<file path="src/sv/pdbs_pkg.sv">
// ----------------------------------------------------------------------------
// Press duration bank selector package
// Shared types, register codes and reset values for the bank selector.
// ----------------------------------------------------------------------------
package pdbs_pkg;

    localparam int unsigned CfgIndexWidth = 3;

    localparam logic [7:0] LONG_PRESS_RST  = 8'd200;
    localparam logic [7:0] SHORT_MAX_RST   = 8'd100;
    localparam logic [7:0] FLASH_RST       = 8'd10;
    localparam logic [7:0] RESET_LOW_RST   = 8'd25;
    localparam logic [7:0] RESET_GUARD_RST = 8'd25;
    localparam logic [1:0] POWER_BANK_RST  = 2'd0;
    localparam logic [7:0] RESET_DARK_TICKS = 8'd5;

    localparam logic [1:0] LED_DARK = 2'd0;
    localparam logic [1:0] LED_WAIT = 2'd1;
    localparam logic [1:0] LED_ON   = 2'd3;

    typedef enum logic [CfgIndexWidth-1:0] {
        CFG_LONG_PRESS  = 3'd0,
        CFG_SHORT_MAX   = 3'd1,
        CFG_FLASH       = 3'd2,
        CFG_RESET_LOW   = 3'd3,
        CFG_RESET_GUARD = 3'd4,
        CFG_POWER_BANK  = 3'd5
    } cfg_index_t;

    typedef enum logic [2:0] {
        PH_RESET_LOW  = 3'd0,
        PH_GUARD      = 3'd1,
        PH_IDLE       = 3'd2,
        PH_FLASH_IDLE = 3'd3,
        PH_WAIT_REL   = 3'd4,
        PH_SELECT     = 3'd5,
        PH_FLASH_SEL  = 3'd6
    } phase_t;

    typedef struct packed {
        logic [7:0] long_press_ticks;
        logic [7:0] short_press_max;
        logic [7:0] flash_ticks;
        logic [7:0] reset_low_ticks;
        logic [7:0] reset_guard_ticks;
        logic [1:0] power_on_bank;
    } cfg_t;

    typedef struct packed {
        logic       load;
        logic [1:0] bank;
    } bank_load_t;

    // Packed so that bank_select sits in the lowest bits.
    typedef struct packed {
        logic [1:0] save_bank;
        logic       save_strobe;
        logic       reset_active;
        logic [1:0] led_pattern;
        logic [1:0] bank_select;
    } result_t;

endpackage

</file>
<file path="src/sv/press_duration_bank_selector_core.sv">
// ----------------------------------------------------------------------------
// Press duration bank selector
// Counts key press ticks to pick one of four ROM banks, flashes the LEDs,
// requests a save of the chosen bank and runs a machine reset pulse.
//
//   Channel   Direction  Contents
//   s_axis    in         one key sample per transaction
//   m_axis    out        one result per accepted key sample
//   cfg       in         register write, no read-back
//
// At the edge that accepts a key sample, the state is updated and the result
// is registered, and it shows on m_axis in the next cycle. One sample can
// be taken in every cycle while the output side keeps up; a held result
// stalls the input only once the output register is full and m_axis_tready
// is low. Reset puts the block in the reset-low phase with all thresholds
// at their defaults.
// ----------------------------------------------------------------------------
module press_duration_bank_selector_core (
    input  logic                               clk,
    input  logic                               rst_n,
    input  logic                               s_axis_tvalid,
    output logic                               s_axis_tready,
    input  logic [7:0]                         s_axis_tdata,  // [0] key_pressed
    output logic                               m_axis_tvalid,
    input  logic                               m_axis_tready,
    // [1:0] bank_select, [3:2] led_pattern, [4] reset_active,
    // [5] save_strobe, [7:6] save_bank
    output logic [7:0]                         m_axis_tdata,
    input  logic                               cfg_we,
    input  logic [pdbs_pkg::CfgIndexWidth-1:0] cfg_index,
    input  logic [7:0]                         cfg_data
);
    import pdbs_pkg::*;

    cfg_t       cfg;
    bank_load_t bank_load;
    result_t    result;
    result_t    out_data;
    logic       step;

    assign step = s_axis_tvalid && s_axis_tready;

    pdbs_cfg_regs u_cfg_regs (
        .clk       (clk),
        .rst_n     (rst_n),
        .cfg_we    (cfg_we),
        .cfg_index (cfg_index),
        .cfg_data  (cfg_data),
        .cfg       (cfg),
        .bank_load (bank_load)
    );

    pdbs_ctrl u_ctrl (
        .clk       (clk),
        .rst_n     (rst_n),
        .step      (step),
        .key       (s_axis_tdata[0]),
        .cfg       (cfg),
        .bank_load (bank_load),
        .result    (result)
    );

    pdbs_out_reg u_out_reg (
        .clk       (clk),
        .rst_n     (rst_n),
        .in_valid  (s_axis_tvalid),
        .in_ready  (s_axis_tready),
        .result    (result),
        .out_valid (m_axis_tvalid),
        .out_ready (m_axis_tready),
        .out_data  (out_data)
    );

    assign m_axis_tdata = out_data;

endmodule

</file>
<file path="src/sv/pdbs_cfg_regs.sv">
// ----------------------------------------------------------------------------
// Configuration registers
// Holds the timing thresholds and the power-up bank written over the
// configuration port.
// ----------------------------------------------------------------------------
module pdbs_cfg_regs (
    input  logic                                      clk,
    input  logic                                      rst_n,
    input  logic                                      cfg_we,
    input  logic [pdbs_pkg::CfgIndexWidth-1:0]        cfg_index,
    input  logic [7:0]                                cfg_data,
    output pdbs_pkg::cfg_t                            cfg,
    output pdbs_pkg::bank_load_t                      bank_load
);
    import pdbs_pkg::*;

    cfg_t cfg_reg;
    cfg_t cfg_next;
    logic load_next;

    always_comb
    begin
        cfg_next  = cfg_reg;
        load_next = 1'b0;
        if (cfg_we)
        begin
            unique case (cfg_index_t'(cfg_index))
                CFG_LONG_PRESS:  cfg_next.long_press_ticks  = cfg_data;
                CFG_SHORT_MAX:   cfg_next.short_press_max   = cfg_data;
                CFG_FLASH:       cfg_next.flash_ticks       = cfg_data;
                CFG_RESET_LOW:   cfg_next.reset_low_ticks   = cfg_data;
                CFG_RESET_GUARD: cfg_next.reset_guard_ticks = cfg_data;
                CFG_POWER_BANK:
                begin
                    cfg_next.power_on_bank = cfg_data[1:0];
                    load_next              = 1'b1;
                end
                default: ;
            endcase
        end
    end

    always_ff @(posedge clk or negedge rst_n)
    begin
        if (!rst_n)
        begin
            cfg_reg.long_press_ticks  <= LONG_PRESS_RST;
            cfg_reg.short_press_max   <= SHORT_MAX_RST;
            cfg_reg.flash_ticks       <= FLASH_RST;
            cfg_reg.reset_low_ticks   <= RESET_LOW_RST;
            cfg_reg.reset_guard_ticks <= RESET_GUARD_RST;
            cfg_reg.power_on_bank     <= POWER_BANK_RST;
        end
        else
        begin
            cfg_reg <= cfg_next;
        end
    end

    assign cfg            = cfg_reg;
    assign bank_load.load = load_next;
    assign bank_load.bank = cfg_data[1:0];

endmodule

</file>
<file path="src/sv/pdbs_ctrl.sv">
// ----------------------------------------------------------------------------
// Bank selector control
// Phase state machine, press counter and bank registers; computes the
// result of one key sample and advances the state when the sample is taken.
// ----------------------------------------------------------------------------
module pdbs_ctrl (
    input  logic                 clk,
    input  logic                 rst_n,
    input  logic                 step,
    input  logic                 key,
    input  pdbs_pkg::cfg_t       cfg,
    input  pdbs_pkg::bank_load_t bank_load,
    output pdbs_pkg::result_t    result
);
    import pdbs_pkg::*;

    phase_t     phase_reg, phase_next;
    logic [7:0] count_reg, count_next;
    logic [7:0] timer_reg, timer_next;
    logic [1:0] chosen_reg, chosen_next;
    logic [1:0] stored_reg, stored_next;
    logic [1:0] active_reg, active_next;
    logic       last_reg;

    logic       pair;
    logic       strobe;
    logic [7:0] timer_inc;
    logic [7:0] count_sat;
    logic [1:0] led;

    always_comb
    begin
        pair        = key & last_reg;
        timer_inc   = timer_reg + 8'd1;
        count_sat   = (count_reg == 8'hFF) ? count_reg : count_reg + 8'd1;
        phase_next  = phase_reg;
        count_next  = count_reg;
        timer_next  = timer_reg;
        chosen_next = chosen_reg;
        stored_next = stored_reg;
        active_next = active_reg;
        strobe      = 1'b0;

        unique case (phase_reg)
            PH_RESET_LOW:
            begin
                if (timer_inc >= cfg.reset_low_ticks)
                begin
                    timer_next = 8'd0;
                    phase_next = (cfg.reset_guard_ticks == 8'd0) ? PH_IDLE : PH_GUARD;
                end
                else
                begin
                    timer_next = timer_inc;
                end
            end
            PH_GUARD:
            begin
                if (timer_inc >= cfg.reset_guard_ticks)
                begin
                    timer_next = 8'd0;
                    phase_next = PH_IDLE;
                end
                else
                begin
                    timer_next = timer_inc;
                end
            end
            PH_FLASH_IDLE:
            begin
                if (timer_inc >= cfg.flash_ticks)
                begin
                    timer_next = 8'd0;
                    phase_next = PH_WAIT_REL;
                end
                else
                begin
                    timer_next = timer_inc;
                end
            end
            PH_WAIT_REL:
            begin
                if (!pair)
                begin
                    chosen_next = stored_reg;
                    count_next  = 8'd0;
                    phase_next  = PH_SELECT;
                end
            end
            PH_SELECT:
            begin
                if (pair)
                begin
                    if (count_sat >= cfg.long_press_ticks)
                    begin
                        count_next = 8'd0;
                        timer_next = 8'd0;
                        if (cfg.flash_ticks == 8'd0)
                        begin
                            stored_next = chosen_reg;
                            active_next = chosen_reg;
                            strobe      = 1'b1;
                            phase_next  = PH_RESET_LOW;
                        end
                        else
                        begin
                            phase_next = PH_FLASH_SEL;
                        end
                    end
                    else
                    begin
                        count_next = count_sat;
                    end
                end
                else
                begin
                    count_next = 8'd0;
                    if (count_reg != 8'd0 && count_reg <= cfg.short_press_max)
                    begin
                        chosen_next = chosen_reg + 2'd1;
                    end
                end
            end
            PH_FLASH_SEL:
            begin
                if (timer_inc >= cfg.flash_ticks)
                begin
                    stored_next = chosen_reg;
                    active_next = chosen_reg;
                    strobe      = 1'b1;
                    timer_next  = 8'd0;
                    phase_next  = PH_RESET_LOW;
                end
                else
                begin
                    timer_next = timer_inc;
                end
            end
            default:
            begin
                // Idle, and the unused code, which falls back to idle.
                phase_next = PH_IDLE;
                if (pair)
                begin
                    if (count_sat >= cfg.long_press_ticks)
                    begin
                        count_next = 8'd0;
                        timer_next = 8'd0;
                        phase_next = (cfg.flash_ticks == 8'd0) ? PH_WAIT_REL : PH_FLASH_IDLE;
                    end
                    else
                    begin
                        count_next = count_sat;
                    end
                end
                else
                begin
                    count_next = 8'd0;
                end
            end
        endcase

        unique case (phase_next)
            PH_RESET_LOW:  led = (timer_next < RESET_DARK_TICKS) ? LED_DARK : LED_ON;
            PH_FLASH_IDLE: led = LED_DARK;
            PH_FLASH_SEL:  led = LED_DARK;
            PH_WAIT_REL:   led = LED_WAIT;
            PH_SELECT:     led = chosen_next;
            default:       led = LED_ON;
        endcase

        result.bank_select  = active_next;
        result.led_pattern  = led;
        result.reset_active = (phase_next == PH_RESET_LOW);
        result.save_strobe  = strobe;
        result.save_bank    = strobe ? stored_next : 2'd0;
    end

    always_ff @(posedge clk or negedge rst_n)
    begin
        if (!rst_n)
        begin
            phase_reg  <= PH_RESET_LOW;
            count_reg  <= 8'd0;
            timer_reg  <= 8'd0;
            chosen_reg <= POWER_BANK_RST;
            stored_reg <= POWER_BANK_RST;
            active_reg <= POWER_BANK_RST;
            last_reg   <= 1'b0;
        end
        else if (step)
        begin
            phase_reg  <= phase_next;
            count_reg  <= count_next;
            timer_reg  <= timer_next;
            chosen_reg <= chosen_next;
            stored_reg <= stored_next;
            active_reg <= active_next;
            last_reg   <= key;
        end
        else if (bank_load.load)
        begin
            chosen_reg <= bank_load.bank;
            stored_reg <= bank_load.bank;
            active_reg <= bank_load.bank;
        end
    end

endmodule

</file>
<file path="src/sv/pdbs_out_reg.sv">
// ----------------------------------------------------------------------------
// Result register
// Holds one finished result until the output side takes it, and lets a new
// key sample in whenever the register is empty or being emptied.
// ----------------------------------------------------------------------------
module pdbs_out_reg (
    input  logic              clk,
    input  logic              rst_n,
    input  logic              in_valid,
    output logic              in_ready,
    input  pdbs_pkg::result_t result,
    output logic              out_valid,
    input  logic              out_ready,
    output pdbs_pkg::result_t out_data
);
    import pdbs_pkg::*;

    logic    valid_reg;
    result_t data_reg;
    logic    load;

    assign in_ready = !valid_reg || out_ready;
    assign load     = in_valid && in_ready;

    always_ff @(posedge clk or negedge rst_n)
    begin
        if (!rst_n)
        begin
            valid_reg <= 1'b0;
        end
        else if (load)
        begin
            valid_reg <= 1'b1;
        end
        else if (out_ready)
        begin
            valid_reg <= 1'b0;
        end
    end

    always_ff @(posedge clk)
    begin
        if (load)
        begin
            data_reg <= result;
        end
    end

    assign out_valid = valid_reg;
    assign out_data  = data_reg;

endmodule

</file>
<file path="config.mk">
export PLATFORM = sky130hd
export DESIGN_NAME = press_duration_bank_selector_core
export DESIGN_NICKNAME = d
export VERILOG_FILES = /design/src/sv/pdbs_pkg.sv /design/src/sv/press_duration_bank_selector_core.sv /design/src/sv/pdbs_cfg_regs.sv /design/src/sv/pdbs_ctrl.sv /design/src/sv/pdbs_out_reg.sv
export SDC_FILE = /design/constraint.sdc
export NUM_CORES = 1
export LEC_CHECK = 0
export ABC_CLOCK_PERIOD_IN_PS = 4340
export BUFFER_PORTS_ARGS = -buffer_cell sky130_fd_sc_hd__buf_2
export CORE_MARGIN = 2
export CORE_UTILIZATION = 40
export CTS_BUF_LIST = sky130_fd_sc_hd__clkbuf_8
export CTS_CLUSTER_DIAMETER = 60
export DETAILED_ROUTE_END_ITERATION = 10
export PLACE_DENSITY = 0.67
export SLEW_MARGIN = 10
export SYNTH_ARGS = -nofsm -noshare
export SYNTH_HDL_FRONTEND = slang
export SYNTH_SLANG_ARGS = --single-unit
</file>
<file path="constraint.sdc">
create_clock -name clk -period 4.34 [get_ports clk]
set_clock_uncertainty 0.15 [all_clocks]
set_input_delay 0.434 -clock clk [delete_from_list [all_inputs] [get_ports clk]]
set_output_delay 0.434 -clock clk [all_outputs]
set_load 0.005 [all_outputs]
</file>
After elaboration in Yosys (flattened, before gate mapping)

Index checks and enable logic that the tools add are counted.

$add $sub $neg: 3
Order comparisons: 6
Equal/unequal tests: 16
Multiplexer cells: 53
Bitwise logic cells: 2
Reductions and logical operators: 21

Operator list:

| cell                                                | number |
|---|---|
| 2-to-1 mux 8 bit                                    | 9 |
| 2-to-1 mux 2 bit                                    | 17 |
| 2-to-1 mux 3 bit                                    | 11 |
| >= comparator 8 bit                                 | 4 |
| one-hot mux 8 bit (4 select lines)                  | 1 |
| equality test 3 bit, second input constant          | 8 |
| one-hot mux 3 bit (6 select lines)                  | 1 |
| adder 8 x 1 -> 8 bit, second input constant         | 2 |
| zero test 8 bit                                     | 2 |
| one-hot mux 8 bit (2 select lines)                  | 1 |
| equality test 3 x 2 -> 1 bit, second input constant | 4 |
| one-hot mux 2 bit (2 select lines)                  | 3 |
| AND reduction 2 bit                                 | 5 |
| zero test 3 bit                                     | 3 |
| equality test 8 bit, second input constant          | 1 |
| less-or-equal comparator 8 bit                      | 1 |
| < comparator 8 x 3 -> 1 bit, second input constant  | 1 |
| 2-to-1 mux 1 bit                                    | 8 |
| one-hot mux 2 bit (4 select lines)                  | 1 |
| nonzero test 8 bit                                  | 1 |
| equality test 3 x 1 -> 1 bit, second input constant | 2 |
| nonzero test 2 bit                                  | 2 |
| OR reduction 2 bit                                  | 2 |
| OR reduction 4 bit                                  | 1 |
| other kinds (9)                                     | 10 |

Flip-flop bits (word level): 75
Output and inout port bits: 10
Logic and storage cells: 119

Logic depth before layout (Yosys ltp)

Gate-level depths: netlist of the first run.

Depth after elaboration: 9
Gate-level depth with buffers: 16

Hierarchy

A second synthesis of the first run with hierarchy kept.

Cell total of the unflattened synthesis: 512
Area, all modules: 5,153.7 µm²

Modules (own cells, without submodules):

| module                            | instances | cells each | area each (µm²) | sequential area each (µm²) |
|---|---|---|---|---|
| pdbs_ctrl                         | 1         | 402        | 3,188.1         | 650.6 |
| pdbs_cfg_regs                     | 1         | 97         | 1,665.3         | 1,068.5 |
| pdbs_out_reg                      | 1         | 12         | 294.0           | 265.3 |
| press_duration_bank_selector_core | 1         | 1          | 6.3             | 0.0 |

Worst setup path before layout of the first run

OpenSTA, ideal clock, no wires.

Path type: reg2reg
From: reg u_ctrl.count_reg[0]
To: reg u_out_reg.data_reg (netlist bit u_out_reg.out_data[2]), data pin
Setup time: 0.280 ns
Arrival time: 3.284 ns
Required time: 3.910 ns
Slack: 0.626 ns
Stages on the path, launching flop included: 15
Path buffers: 0
Cell sequence: dfrtp_1 > ha_1 > nand2_1 > nor2_1 > a31oi_1 > nand3_1 > xnor2_1 > ha_1 > nand4_1 > o31a_1 > or3_4 > a211oi_2 > o2111ai_1 > a2111oi_1 > a2111oi_2

RTL lines:

| what                   | line               | text |
|---|---|---|
| from (decl)            | pdbs_ctrl.sv:18    | `logic [7:0] count_reg, count_next;` |
| from (signal assigned) | pdbs_ctrl.sv:194   | `count_reg <= count_next;` |
| to (signal assigned)   | pdbs_out_reg.sv:45 | `data_reg <= result;` |
| to (decl)              | pdbs_out_reg.sv:19 | `result_t data_reg;` |

==> impl_metrics.yaml, run 1 <==
routing:
  first_pass_iters: 6
  drtIter0Drc: 215
  wire_per_inst_um: 16.3
  drc_errors: 0
  vias: 4011
  routed_via_density: 5.60
  wirelength_mm: 11.7
  ant_nets: 0
die:
  die_x_um: 115
  initial_core_util: 0.408
  coreArea_mm2: 0.0120
  row_count: 40
  die_y_um: 115
  ios: 34
  dieArea_mm2: 0.0132
synthesis:
  synth_edf_count: 8
  synth_ff_type: "dfrtp_1"
  synth_cells: 534
  yosysTopAreaCellShare: 0.270
  synth-compound-area-share: 0.229
  ys_seq_area_frac: 0.394
  synthMuxAreaShare: 0.0337
  synth_top_area_cell: "dfrtp_1"
  synth_xor_area_frac: 0.0161
  synth-simple-area-share: 0.166
  yosys_warnings: 0
  synth_top_family_by_area: "compound AO/OA/AOI/OAI gates"
  syn_nets: 601
  synth.distinct_cells: 69
  async_flop_share: 0.893
  synth-seq-cells: 75
  synthAdderAreaFrac: 0.110
  syn_area_mm2: 0.00491
  netlist_top_cells_area: "dfrtp_1, ha_1, dfstp_2"
  avgSynthCellArea_um2: 9.19
finish:
  drive_above_1_share: 0.181
  diodes: 0
  finalInstanceArea_mm2: 0.00551
  nNetsFinal: 631
  largest_reg_flops: 40
  layout_commonest_cell: "nand2_1"
  area_growth_pct: 12.3
  final_cell_mix: "nand2_1, dfrtp_1, o21ai_0, inv_1, ha_1"
worst_setup_path:
  cpLargestDelayFamily: "compound AO/OA/AOI/OAI gates"
  crit_slowest_cell: "a2111oi_4"
  crit_type: "flip-flop to flip-flop"
  path_cells: "ha_1, nand2_1, nor2_1, nand3_2, xnor2_1, ha_1, nand2b_1, a2111oi_4, or4_1, a31oi_1, a211oi_2, o2111ai_1, a2111oi_2, a2111oi_2"
  arrival_ps: 3970
  path_max_fanout: 7
  end_kind: "flip-flop"
  cp.required_ps: 4290
  slowest_delay_ps: 490
  startpoint_type: "flip-flop"
  critPathBufInv: 0
timing:
  fin_setup_tns_ps: 0
  hold_violations: 0
  slew_violations: 0
  max_slew_margin: 0.327
  rsz0062_at_grt: "false"
  setup_violations: 0
  min_period_over_period: 0.926
  fmax_mhz: 249
  finalCriticalPeriod_ps: 4020
  worst_pin_slew_ps: 1000
flow_run:
  max-cap-violations: 0
status:
  outcome: "complete, no violations"
clock_network:
  holdBufCountCts: 0
  clkTransAtPathRegs_ps: 80
  cts_tree: "built"
  htree_levels: 3
  cts_buffer_depth: 2
  cts-buffers-inserted: 9
  clock_latency_ps: 370
  ctsResizeCount: 0
  clock_sinks: 75
  clock-root-buffer: "clkbuf_8"
  cts_setup_buffers: 0
global_route:
  grt.total_usage: 0.189
  grt-ovfl-total: 0
  grt_max_degree: 39
  grt_pass1_vias: 4020
  antenna_found_initial: 0
  grt_first_pass_wirelength_mm: 19.5
placement:
  gp_routability_congestion: 0.890
  hpwl_mm: 8.82
  port_buffers: 26
  dpl-instance-area_mm2: 0.00523
worst_hold_path:
  min-delay-path-class: "input pin to asynchronous set/reset pin"
power:
  leakage_nw: 2.46
  irDropWorstVdd_mv: 0.234
  powerDensity_mw_per_mm2: 575
[cell families (layout without fill, tap and decap cells)]
group / after synthesis / after routing
compound gates: 154 / 154
xor+xnor: 9 / 9
flops: 75 / 75
mux: 15 / 15
fa+ha+maj: 43 / 43
buf+inv: 65 / 100
simple gates: 173 / 173
[final cells by class]
cell class,instances,area (µm²)
Sequential cell,75,1930
Clock inverter,7,116
Inverter,47,176
Multi-Input combinational cell,394,2760
Clock buffer,9,124
Timing Repair Buffer,37,213
Tap cell,147,184
Fill cell,1141,6500
[routing by layer]
layer / routed length (µm) / track usage
met1: 5010 / 0.227
met2: 6160 / 0.348
met3: 376 / 0.0295
met4: 136 / 0.0578
met5: 0 / 0
[Yosys cell counts (all sizes together), types with 5 or more instances]
library cell	instances
nand2	75
o21ai	54
dfrtp	53
inv	47
ha	43
nor2	27
nand3	21
a21oi	16
dfstp	14
nand2b	13
a21o	12
clkbuf	12
mux2	12
a31oi	11
edfxtp	8
nor3	8
a211oi	6
a32o	6
buf	6
nor4	6
o21a	6
o22ai	6
xnor2	6
o31ai	5
[through the flow]
step / util / hold slack (ps) / cells / total power [mW] / setup slack (ps)
6_report: 0.459 / 27.0 / 716 / 3.17 / 322
5_1_grt: 0.459 / 111 / 716 / 3.42 / 21.1
4_1_cts: 0.455 / 44.7 / 716 / 3.15 / 254
3_5_place_dp: 0.435 / 315 / 700 / 2.49 / 275
3_3_place_gp: 0.435 / 315 / 700 / 2.44 / 315
2_1_floorplan: - / -11.6 / 534 / 2.12 / 626
[where the power goes]
part | switching, mW | leakage, nW | internal [mW]
logic | 0.818 | 1.45 | 0.627
registers | 0.176 | 0.889 | 0.901
clock network | 0.264 | 0.119 | 0.380
[path summary, 6_finish.rpt]
kind | from | slack, ps | to | cells past startpoint
max | u_ctrl.count_reg[0]$_DFFE_PN0P_ | 320 | u_out_reg.out_data[2]$_DFFE_PP_ | 14
min | rst_n | 30 | u_ctrl.stored_reg[0]$_DFFE_PN0P_ | 1
max reg2reg | u_ctrl.count_reg[0]$_DFFE_PN0P_ | 320 | u_out_reg.out_data[2]$_DFFE_PP_ | 14
min reg2reg | u_ctrl.active_reg[1]$_DFFE_PN0P_ | 330 | u_ctrl.active_reg[1]$_DFFE_PN0P_ | 1
max in group asynchronous | rst_n | 3040 | u_cfg_regs.cfg[32]$_DFFE_PN1P_ | 2
min in group clk | s_axis_tvalid | 130 | u_out_reg.out_valid$_DFFE_PN0P_ | 2
Note: power is estimated with default switching activity, not from simulation.
==> run 2: changes to the inputs <==
==> constraint.sdc (replaced) <==
create_clock -name clk -period 4.34 [get_ports clk]
set_clock_uncertainty 0.15 [all_clocks]
set_input_delay 0.868 -clock clk [delete_from_list [all_inputs] [get_ports clk]]
set_output_delay 0.868 -clock clk [all_outputs]
set_load 0.005 [all_outputs]
==> run 2 against run 1 <==
Against the previous run:
- sequential share of layout area increased by 0.34 points
- die area unchanged
- clock power decreased by 25%
- global-route usage decreased by 0.18 points
- core utilization decreased by 0.44 points
- fmax decreased by 1.0%
- sequential power about the same
- via count increased by 1.9%
- critical path type unchanged
==> impl_metrics.yaml, run 2 (synthesis gave the netlist of run 1 again) <==
finish:
  fillers: 1143
  fin_cells: 719
  finalInstanceArea_mm2: 0.00546
  layout_commonest_cell: "nand2_1"
  largest_reg_flops: 40
  area_growth_pct: 11.2
  utilization: 0.454
  drive_above_1_share: 0.178
  diodes: 0
  nNetsFinal: 634
  final_cell_mix: "nand2_1, dfrtp_1, o21ai_0, inv_1, ha_1"
global_route:
  grt.total_usage: 0.187
  grt_first_pass_wirelength_mm: 19.3
  grt_pass1_vias: 3993
  antenna_found_initial: 0
  grt_max_degree: 43
  grt-ovfl-total: 0
worst_setup_path:
  crit_slowest_cell: "a2111oi_4"
  cp-startpoint: "u_ctrl.count_reg[0]$_DFFE_PN0P_"
  path_max_fanout: 7
  slowest_delay_ps: 480
  end_kind: "flip-flop"
  worstReg2RegEnd: "u_out_reg.out_data[2]$_DFFE_PP_"
  cp-endpoint: "u_out_reg.out_data[2]$_DFFE_PP_"
  cpLargestDelayFamily: "compound AO/OA/AOI/OAI gates"
  critPathBufInv: 0
  r2r_setup_slack_ps: 280
  cp.required_ps: 4280
  crit_type: "flip-flop to flip-flop"
  worst-r2r-cell-count: 14
  arrival_ps: 4000
  path_cells: "ha_1, nand2_1, nor2_2, nand3_2, xnor2_1, ha_1, nand2b_1, a2111oi_4, or4_1, a31oi_1, a211oi_2, o2111ai_1, a2111oi_2, a2111oi_2"
  startpoint_type: "flip-flop"
  cp.depth: 14
  worstReg2RegStart: "u_ctrl.count_reg[0]$_DFFE_PN0P_"
routing:
  vias: 4088
  drc_errors: 0
  ant_nets: 0
  wire_per_inst_um: 16.2
  wirelength_mm: 11.6
  routed_via_density: 5.69
  first_pass_iters: 4
  drtIter0Drc: 259
placement:
  hpwl_mm: 8.75
  placed_cells: 703
  port_buffers: 26
  gp_routability_congestion: 0.883
  dpl_worst_slack_ps: 197
  dpl-instance-area_mm2: 0.00525
die:
  row_count: 40
  coreArea_mm2: 0.0120
  ios: 34
  die_x_um: 115
  die_y_um: 115
  dieArea_mm2: 0.0132
  initial_core_util: 0.408
power:
  powerDensity_mw_per_mm2: 550
  irDropWorstVdd_mv: 0.229
  power.internal_mw: 1.77
  p_clk_frac: 0.161
  seqPwrFrac: 0.358
  leakage_nw: 2.46
  switchingPower_mw: 1.24
  power_mw: 3.00
  swShare: 0.412
  combPwrFrac: 0.481
clock_network:
  cts-buffers-inserted: 9
  cts_setup_buffers: 0
  clock_latency_ps: 360
  clock-root-buffer: "clkbuf_8"
  cts_tree: "built"
  clock_sinks: 75
  holdBufCountCts: 0
  cts_buffer_depth: 2
  clkTransAtPathRegs_ps: 70
  htree_levels: 3
timing:
  worst_pin_slew_ps: 839
  slew_violations: 0
  min_period_over_period: 0.935
  setup_violations: 0
  fmax_mhz: 246
  worst_slack_ps: 280
  finalCriticalPeriod_ps: 4060
  max_slew_margin: 0.439
  hold_violations: 0
flow_run:
  max-cap-violations: 0
status:
  outcome: "complete, no violations"
worst_hold_path:
  min-delay-path-class: "flip-flop to flip-flop"
-- run 2: cell types whose count changed in the layout (fill, tap and decap cells not counted), sizes merged --
| cell | change |
|---|---|
| inv | +3 |
| buf | +3 |
| clkinvlp | -1 |
| bufinv | -3 |
| clkinv | -1 |
| clkbuf | +2 |
-- run 2: per-layer routing --
layer	vias up	wire, µm	track usage
met4	0	179	0.0715
met5	-	0	0
met3	12	370	0.0285
met1	1989	5040	0.227
li1	2002	-	-
met2	85	6050	0.336
-- run 2: through the flow --
step | hold WS [ps] | setup TNS (ps)
after floorplan | 299 | 0
after global placement | 315 | 0
after detailed placement | 317 | 0
after CTS | 333 | 0
after global routing | 340 | -23.7
final | 328 | 0
-- run 2: timing repair --
item | CTS | global route
endpoints found under the hold margin | 0 | 0
setup endpoints to repair | 0 | 2
gates resized for setup | 0 | 6
-- run 2: final cells by class --
type | count | area, µm² | area share
clock buffers | 11 | 151 | 0.0277
inverters | 47 | 176 | 0.0323
clock inverters | 5 | 21.3 | 0.00390
flip-flops and latches | 75 | 1930 | 0.354
repair buffers | 40 | 235 | 0.0431
well taps | 147 | 184 | 0.0337
multi-input cells | 394 | 2760 | 0.505
-- run 2: how the worst min path moves through the flow --
stage                                          start                          endpoint  slack, ps  depth (start not counted)
floorplan           u_ctrl.active_reg[0]$_DFFE_PN0P_  u_ctrl.active_reg[0]$_DFFE_PN0P_        300                          1
global placement    u_ctrl.stored_reg[0]$_DFFE_PN0P_  u_ctrl.stored_reg[0]$_DFFE_PN0P_        320                          1
detailed placement  u_ctrl.active_reg[1]$_DFFE_PN0P_  u_ctrl.active_reg[1]$_DFFE_PN0P_        320                          1
CTS                 u_ctrl.active_reg[1]$_DFFE_PN0P_  u_ctrl.active_reg[1]$_DFFE_PN0P_        330                          1
global route        u_ctrl.active_reg[1]$_DFFE_PN0P_  u_ctrl.active_reg[1]$_DFFE_PN0P_        340                          1
finish              u_ctrl.active_reg[1]$_DFFE_PN0P_  u_ctrl.active_reg[1]$_DFFE_PN0P_        330                          1
-- run 2: power groups by stage --
stage          Combinational (mW)  Sequential, mW  Clock [mW]
6_report                     1.44            1.08       0.485
4_1_cts                      1.42            1.07       0.503
2_1_floorplan                1.12           0.999           0
5_1_grt                      1.63            1.10       0.528
3_5_place_dp                 1.41            1.08           0
3_3_place_gp                 1.37            1.08           0
